===== src/rtl/core/sprd_pkg.sv =====
// Sprite row pixel decoder package: payload structs and register index codes.
// No dependencies; compile first.
package sprd_pkg;

  // Widths fixed by the item formats
  localparam int unsigned RowBitsW = 24;
  localparam int unsigned ColorW   = 4;
  localparam int unsigned StartXW  = 9;
  localparam int unsigned PixelXW  = 10;
  localparam int unsigned LineW    = 8;
  localparam int unsigned CfgIdxW  = 2;

  // Multicolour bit pair codes
  localparam logic [1:0] PairClear  = 2'b00;
  localparam logic [1:0] PairShared1 = 2'b01;
  localparam logic [1:0] PairSprite = 2'b10;
  localparam logic [1:0] PairShared2 = 2'b11;

  typedef enum logic [CfgIdxW-1:0] {
    CfgBackground = 2'd0,
    CfgSharedOne  = 2'd1,
    CfgSharedTwo  = 2'd2
  } cfg_idx_e;

  typedef struct packed {
    logic [RowBitsW-1:0] row_bits;
    logic [ColorW-1:0]   sprite_color;
    logic                multicolor_mode;
    logic                expand_x;
    logic [StartXW-1:0]  start_x;
    logic [LineW-1:0]    screen_y;
  } row_item_t;

  typedef struct packed {
    logic [PixelXW-1:0] pixel_x;
    logic [LineW-1:0]   pixel_y;
    logic [ColorW-1:0]  pixel_color;
    logic               opaque;
    logic               last_pixel;
  } pix_item_t;

endpackage


===== src/rtl/core/sprd_if.sv =====
// Valid/ready channel interfaces for the sprite row pixel decoder.
// Depends on sprd_pkg for the payload structs.
interface sprd_row_if import sprd_pkg::*; ();
  logic      valid;
  logic      ready;
  row_item_t payload;

  modport source (output valid, output payload, input ready);
  modport sink   (input valid, input payload, output ready);
endinterface

interface sprd_pix_if import sprd_pkg::*; ();
  logic      valid;
  logic      ready;
  pix_item_t payload;

  modport source (output valid, output payload, input ready);
  modport sink   (input valid, input payload, output ready);
endinterface


===== src/rtl/core/sprite_row_pixel_decoder_core.sv =====
// Sprite row pixel decoder top level: row register, column counter, output register.
// Depends on sprd_pkg and the channel interfaces in sprd_if.sv.
//
// Takes one sprite row per transaction on row_i and emits one pixel column per
// transaction on pix_o, left to right, with the last column flagged. A row gives
// ROW_PIXELS columns, or 2*ROW_PIXELS with expand_x set (24 or 48 by default),
// one column per cycle while pix_o is ready; the column counter sets that
// figure. The next row is taken in the same cycle as the current row's last
// column enters the output register, so rows follow with no gap. Transparent
// columns carry the background colour with opaque low. Row bits above bit 23
// (ROW_PIXELS above 24) and a missing low bit of an odd final multicolour pair
// read as zero. pixel_x wraps to 10 bits. Configuration writes take effect at
// once; index 3 is ignored. A row transaction reaches its first column through
// the row register and then the output register.
module sprite_row_pixel_decoder_core import sprd_pkg::*; #(
  parameter int unsigned ROW_PIXELS = 24
) (
  input  logic               clk_i,
  input  logic               rst_ni,
  input  logic               cfg_we_i,
  input  logic [CfgIdxW-1:0] cfg_idx_i,
  input  logic [ColorW-1:0]  cfg_data_i,
  sprd_row_if.sink           row_i,
  sprd_pix_if.source         pix_o
);

  localparam int unsigned Cols  = 2 * ROW_PIXELS;
  localparam int unsigned ColW  = $clog2(Cols);
  localparam int unsigned PixW  = $clog2(ROW_PIXELS + 1);
  localparam logic [ColW-1:0] LastNarrow = ColW'(ROW_PIXELS - 1);
  localparam logic [ColW-1:0] LastWide   = ColW'(Cols - 1);

  // Configuration registers
  logic [ColorW-1:0] bg_q, sh1_q, sh2_q;

  always_ff @(posedge clk_i or negedge rst_ni) begin
    if (!rst_ni) begin
      bg_q  <= ColorW'(0);
      sh1_q <= ColorW'(15);
      sh2_q <= ColorW'(11);
    end else if (cfg_we_i) begin
      unique case (cfg_idx_i)
        CfgBackground: bg_q  <= cfg_data_i;
        CfgSharedOne:  sh1_q <= cfg_data_i;
        CfgSharedTwo:  sh2_q <= cfg_data_i;
        default: ;  // unused index: drop the write
      endcase
    end
  end

  // Row register and column counter
  row_item_t       row_q;
  logic            busy_q, busy_d;
  logic [ColW-1:0] col_q, col_d;

  // Output register
  pix_item_t pix_q, pix_d;
  logic      pv_q, pv_d;

  logic row_acc, adv, last_col;

  // While a row is held, advance a column whenever the output register is empty or being drained.
  assign adv      = busy_q && (!pv_q || pix_o.ready);
  assign last_col = col_q == (row_q.expand_x ? LastWide : LastNarrow);
  assign row_i.ready = !busy_q || (adv && last_col);
  assign row_acc  = row_i.valid && row_i.ready;

  // Left-aligned pixel vector: entry k is the k-th pixel from the left, with
  // one extra zero entry for the missing low bit of an odd final pair.
  logic [ROW_PIXELS:0] lft;
  for (genvar k = 0; k <= ROW_PIXELS; k++) begin : g_lft
    if (k < ROW_PIXELS && (ROW_PIXELS - 1 - k) < RowBitsW) begin : g_bit
      assign lft[k] = row_q.row_bits[ROW_PIXELS - 1 - k];
    end else begin : g_zero
      assign lft[k] = 1'b0;
    end
  end

  logic [PixW-1:0]   pidx, hidx;
  logic [1:0]        pair;
  logic [ColorW-1:0] color;
  logic              opq;

  always_comb begin
    pidx = row_q.expand_x ? PixW'(col_q >> 1) : PixW'(col_q);
    hidx = {pidx[PixW-1:1], 1'b0};
    pair = {lft[hidx], lft[hidx + PixW'(1)]};
    color = bg_q;
    opq   = 1'b0;
    if (row_q.multicolor_mode) begin
      case (pair)
        PairShared1: begin color = sh1_q;              opq = 1'b1; end
        PairSprite:  begin color = row_q.sprite_color; opq = 1'b1; end
        PairShared2: begin color = sh2_q;              opq = 1'b1; end
        default: ;   // clear pair: background
      endcase
    end else if (lft[pidx]) begin
      color = row_q.sprite_color;
      opq   = 1'b1;
    end
  end

  always_comb begin
    busy_d = busy_q;
    col_d  = col_q;
    pv_d   = pv_q;
    pix_d  = pix_q;
    if (pv_q && pix_o.ready) begin
      pv_d = 1'b0;
    end
    if (adv) begin
      pv_d              = 1'b1;
      pix_d.pixel_x     = PixelXW'(row_q.start_x) + PixelXW'(col_q);
      pix_d.pixel_y     = row_q.screen_y;
      pix_d.pixel_color = color;
      pix_d.opaque      = opq;
      pix_d.last_pixel  = last_col;
      col_d             = col_q + ColW'(1);
      if (last_col) begin
        busy_d = 1'b0;
      end
    end
    // Hold the new row from column zero.
    if (row_acc) begin
      busy_d = 1'b1;
      col_d  = '0;
    end
  end

  always_ff @(posedge clk_i or negedge rst_ni) begin
    if (!rst_ni) begin
      busy_q <= 1'b0;
      col_q  <= '0;
      pv_q   <= 1'b0;
    end else begin
      busy_q <= busy_d;
      col_q  <= col_d;
      pv_q   <= pv_d;
    end
  end

  always_ff @(posedge clk_i) begin
    pix_q <= pix_d;
    if (row_acc) begin
      row_q <= row_i.payload;
    end
  end

  assign pix_o.valid   = pv_q;
  assign pix_o.payload = pix_q;

`ifndef NO_ASSERTIONS
  a_accept_restarts: assert property (@(posedge clk_i) disable iff (!rst_ni)
    row_acc |=> (busy_q && col_q == '0))
    else $error("row transaction did not restart the column counter");

  a_stall_blocks_row: assert property (@(posedge clk_i) disable iff (!rst_ni)
    (busy_q && pv_q && !pix_o.ready) |-> !row_i.ready)
    else $error("row taken while its predecessor is stalled");

  a_last_ends_row: assert property (@(posedge clk_i) disable iff (!rst_ni)
    (adv && last_col && !row_acc) |=> (!busy_q && pv_q && pix_o.payload.last_pixel))
    else $error("last column did not end the row");

  a_col_in_range: assert property (@(posedge clk_i) disable iff (!rst_ni)
    busy_q |-> (col_q <= (row_q.expand_x ? LastWide : LastNarrow)))
    else $error("column counter past the end of the row");
`endif

endmodule


===== src/flat_wrapper.sv =====
// flat-port wrapper written by rule: the top's interface ports become plain ports
module sprite_row_pixel_decoder_core_flat import sprd_pkg::*;
#(
  parameter int unsigned ROW_PIXELS = 24
)
  (clk_i, rst_ni, cfg_we_i, cfg_idx_i, cfg_data_i, row_i_valid, row_i_payload, row_i_ready, pix_o_valid, pix_o_payload, pix_o_ready);
  sprd_row_if row_i_i ();
  sprd_pix_if pix_o_i ();
  input  logic clk_i;
  input  logic rst_ni;
  input  logic cfg_we_i;
  input  logic [CfgIdxW-1:0] cfg_idx_i;
  input  logic [ColorW-1:0] cfg_data_i;
  input wire logic [$bits(row_i_i.valid)-1:0] row_i_valid;
  input wire logic [$bits(row_i_i.payload)-1:0] row_i_payload;
  output wire logic [$bits(row_i_i.ready)-1:0] row_i_ready;
  output wire logic [$bits(pix_o_i.valid)-1:0] pix_o_valid;
  output wire logic [$bits(pix_o_i.payload)-1:0] pix_o_payload;
  input wire logic [$bits(pix_o_i.ready)-1:0] pix_o_ready;
  assign row_i_i.valid = row_i_valid;
  assign row_i_i.payload = row_i_payload;
  assign row_i_ready = row_i_i.ready;
  assign pix_o_valid = pix_o_i.valid;
  assign pix_o_payload = pix_o_i.payload;
  assign pix_o_i.ready = pix_o_ready;
  sprite_row_pixel_decoder_core #(.ROW_PIXELS(ROW_PIXELS)) u_core (.clk_i(clk_i), .rst_ni(rst_ni), .cfg_we_i(cfg_we_i), .cfg_idx_i(cfg_idx_i), .cfg_data_i(cfg_data_i), .row_i(row_i_i), .pix_o(pix_o_i));
endmodule

===== config.mk =====
export PLATFORM = sky130hd
export DESIGN_NAME = sprite_row_pixel_decoder_core_flat
export DESIGN_NICKNAME = d
export VERILOG_FILES = /design/src/rtl/core/sprd_pkg.sv /design/src/rtl/core/sprd_if.sv /design/src/rtl/core/sprite_row_pixel_decoder_core.sv /design/src/flat_wrapper.sv
export SDC_FILE = /design/constraint.sdc
export NUM_CORES = 1
export LEC_CHECK = 0
export ABC_CLOCK_PERIOD_IN_PS = 3800
export BUFFER_PORTS_ARGS = -buffer_cell sky130_fd_sc_hd__buf_2
export CORE_ASPECT_RATIO = 1.75
export CORE_UTILIZATION = 55
export CTS_BUF_LIST = sky130_fd_sc_hd__clkbuf_8
export DETAILED_ROUTE_END_ITERATION = 8
export HOLD_SLACK_MARGIN = 0.02
export MAX_ROUTING_LAYER = met4
export PLACE_DENSITY = 0.81
export SYNTH_ARGS = -nofsm -noshare
export SYNTH_HDL_FRONTEND = slang
export SYNTH_SLANG_ARGS = --single-unit
export TNS_END_PERCENT = 100

===== constraint.sdc =====
create_clock -name clk_i -period 3.8 [get_ports clk_i]
set_clock_uncertainty 0.15 [all_clocks]
set_input_delay 0.95 -clock clk_i [delete_from_list [all_inputs] [get_ports clk_i]]
set_output_delay 0.95 -clock clk_i [all_outputs]
set_load 0.02 [all_outputs]

==> impl_metrics.yaml <==
grt:
  grt_pass1_wl_um: 11900
  overflow: 0
  grt_max_degree: 35
  grt_pass1_vias: 2549
  grt_antenna_before_repair: 0
  grt_use_total_pct: 22.4
cts:
  clk_path_buf_depth: 2
  cts_buffers: 9
  cts_num_sinks: 91
  h-tree-depth: 3
  holdBufCountCts: 0
  clk-insertion-delay-late_ns: 0.36
  post_cts_buffers: 0
  cts_root_buf: "clkbuf_8"
  clk_pin_slew_worst_paths_ns: 0.09
  cts_tree: "done"
  post_cts_resize_count: 0
sta:
  finalWorstSetupSlack_ns: 0.521
  max_slew.worst_pin.slew_ns: 0.940
  post-route-period-util_pct: 86.3
  slew_headroom_pct: 37.3
  slew_viol_final: 0
  setup_viol: 0
  min_period_ns: 3.28
  final_hold_viol_count: 0
  fin_tns_setup_ns: 0
  max_freq_ghz: 0.305
  rsz0062_at_grt: "false"
yosys:
  ys.flop_type: "edfxtp_1"
  ys_seq_area_share_pct: 64.1
  yosysUniqueCellTypes: 50
  synthArstFlopShare_pct: 22.0
  ys_warn_count: 0
  ys_seq_elements: 91
  synth-edff-count: 71
  syn_area_per_cell_sq_um: 15.0
  syn_area_sq_um: 4120
  synthCells: 274
  synth_nets: 340
floorplan:
  chipWidth_um: 67.4
  start_util_pct: 56.9
  die-area_sq_um: 7850
  core_sq_um: 7230
  die_y_um: 116
  rows: 41
  num_io_pins: 84
worst_setup_path:
  critPathLaunchType: "flop"
  slowest_stage: "dfrtp_1"
  path_cells: "ha_1 -> nand2_1 -> nor2_1 -> a21bo_2 -> buf_2"
  ff2ff_path_depth: 7
  reg2reg_from: "u_core.col_q[1]"
  path_class: "flop to output port"
  required_ns: 2.70
  r2r_slack_ns: 0.80
  path_max_fanout: 20
  max_stage_delay_ns: 0.97
  end_kind: "output port"
  rr_endpoint: "u_core.pix_o.payload[4]"
  crit_family: "flip-flops"
  arrival_ns: 2.18
  critPathBufInv: 1
place:
  post-dp-hpwl_um: 5570
  portBuffers: 83
  gp_congestion: 0.921
  dp_slack_ns: 0.808
  dp_cells: 436
final_layout:
  nNetsFinal: 427
  drive_gt1_share_pct: 35.8
  final_cells: 452
  antenna_cells: 0
  n_fill_cell: 530
  area_delta_synth_final_pct: 15.3
power_and_ir_drop:
  total_power_uw: 2980
  max-vdd-ir-drop_mv: 0.308
  powerDensity_nw_per_um2: 627
  p_leak_uw: 0.00190
worst_hold_path:
  hold_start: "u_core.row_q[5]"
  hold_path_class: "flop to flop"
  holdPathEnd: "u_core.pix_o.payload[11]"
  worstHoldPathCells: 0
drt:
  dr.first_iter.drc_count: 155
  drc: 0
  vias: 2513
  via_per_inst: 5.56
  avgRoutedWirePerCell_um: 16.4
  drt_first_pass_iters: 4
  totalWireLength_um: 7410
  ant_nets: 0
job:
  max_cap_viol_count: 0
run_status:
  status: "complete, no violations"
cells in the mapped netlist, types with 2 or more instances:
| library cell | n | area [sq um] |
|---|---|---|
| o32ai_1 | 2 | 17.5 |
| mux2_2 | 14 | 158 |
| o21ai_1 | 3 | 15.0 |
| a31oi_1 | 3 | 18.8 |
| edfxtp_1 | 71 | 2130 |
| dfrtp_1 | 13 | 325 |
| inv_1 | 5 | 18.8 |
| or2b_1 | 2 | 15.0 |
| nand2_1 | 8 | 30.0 |
| a22oi_1 | 7 | 52.6 |
| xor2_1 | 5 | 43.8 |
| o21ai_2 | 2 | 17.5 |
| dfstp_2 | 7 | 184 |
| nand2b_1 | 4 | 25.0 |
| mux2i_1 | 35 | 350 |
| o22ai_1 | 4 | 25.0 |
| buf_2 | 2 | 10.0 |
| clkbuf_1 | 2 | 7.51 |
| nor3_1 | 2 | 10.0 |
| nand3b_1 | 2 | 15.0 |
| o21bai_1 | 2 | 15.0 |
| nor2b_1 | 4 | 25.0 |
| xnor2_1 | 7 | 61.3 |
| a21oi_1 | 7 | 35.0 |
| and2_1 | 3 | 18.8 |
| o22a_1 | 3 | 26.3 |
| o21ai_0 | 3 | 15.0 |
| buf_6 | 4 | 45.0 |
| nor3b_1 | 2 | 15.0 |
| nor2_1 | 19 | 71.3 |
| ha_1 | 7 | 87.6 |
| nand4_1 | 2 | 12.5 |
stage by stage:
step | hold WS (ns) | utilization (%) | area [sq um]
final | 0.275 | 65.7 | 4750
after floorplan | 0.250 | - | 4120
after CTS | 0.276 | 65.7 | 4750
after detailed placement | 0.257 | 63.4 | 4590
after global routing | 0.297 | 65.7 | 4750
after global placement | 0.251 | 63.4 | 4590
registers in the layout (all words and copies together) (netlist names):
register              cells
u_core.sh1_q              4
u_core.bg_q               4
u_core.lft               24
u_core.pix_o.valid        1
u_core.sh2_q              4
u_core.busy_q             1
u_core.row_q             23
u_core.col_q              6
u_core.pix_o.payload     24
power breakdown:
group	internal, uW	switching [uW]
clock network	230	319
logic	487	534
registers	1240	171
total	1960	1020
final cells by class:
cell class                      count  area [sq um]  share of cell area, %
Clock buffer                        9           124                   2.61
Tap cell                           86           108                   2.27
Inverter                            5          18.8                  0.395
Sequential cell                    91          2640                   55.6
Clock inverter                      7          38.8                  0.817
Multi-Input combinational cell    168          1370                   28.8
Timing Repair Buffer               86           450                   9.48
worst max path at each step:
stage / from / end / slack (ns) / cells past startpoint
after floorplan: pix_o_ready / u_core.lft[0] / 0.38 / 4
after global placement: u_core.col_q[1] / u_core.pix_o.payload[4] / 0.88 / 7
after detailed placement: u_core.col_q[1] / u_core.pix_o.payload[4] / 0.81 / 7
after CTS: u_core.col_q[1] / row_i_ready / 0.49 / 5
after global routing: u_core.col_q[1] / row_i_ready / 0.33 / 5
final: u_core.col_q[1] / row_i_ready / 0.52 / 5
layer usage:
metal	track usage, %	up-vias	part of all wire (%)
li1	-	1214	-
met1	21.2	1206	35
met5	-	-	0
met4	10.5	0	2.4
met3	6.05	17	3.7
met2	40.3	76	59
cell families after synthesis:
logic type,after synthesis,synth area share (%)
AND/OR/NAND/NOR,52,6.78
AO/OA/AOI/OAI,45,8.33
buffers and inverters,15,2.64
flip-flops,91,64.1
XOR/XNOR,12,2.55
multiplexers,51,12.9
adder cells (fa/ha/maj),8,2.61
cell usage in the layout, fill, tap and decap left out, drive strengths merged, types with 3 or more instances in the layout:
cell / instances
nand2: 9
inv: 7
dfstp: 7
ha: 7
xnor2: 7
edfxtp: 71
nand2b: 4
a31oi: 3
mux2: 15
and2: 3
nor2b: 4
dfrtp: 13
o21ai: 8
o22a: 3
a22oi: 7
buf: 86
mux2i: 36
clkinv: 3
xor2: 5
o22ai: 4
a21oi: 8
clkbuf: 9
nor2: 19
Note: power is estimated with default switching activity, not from simulation.
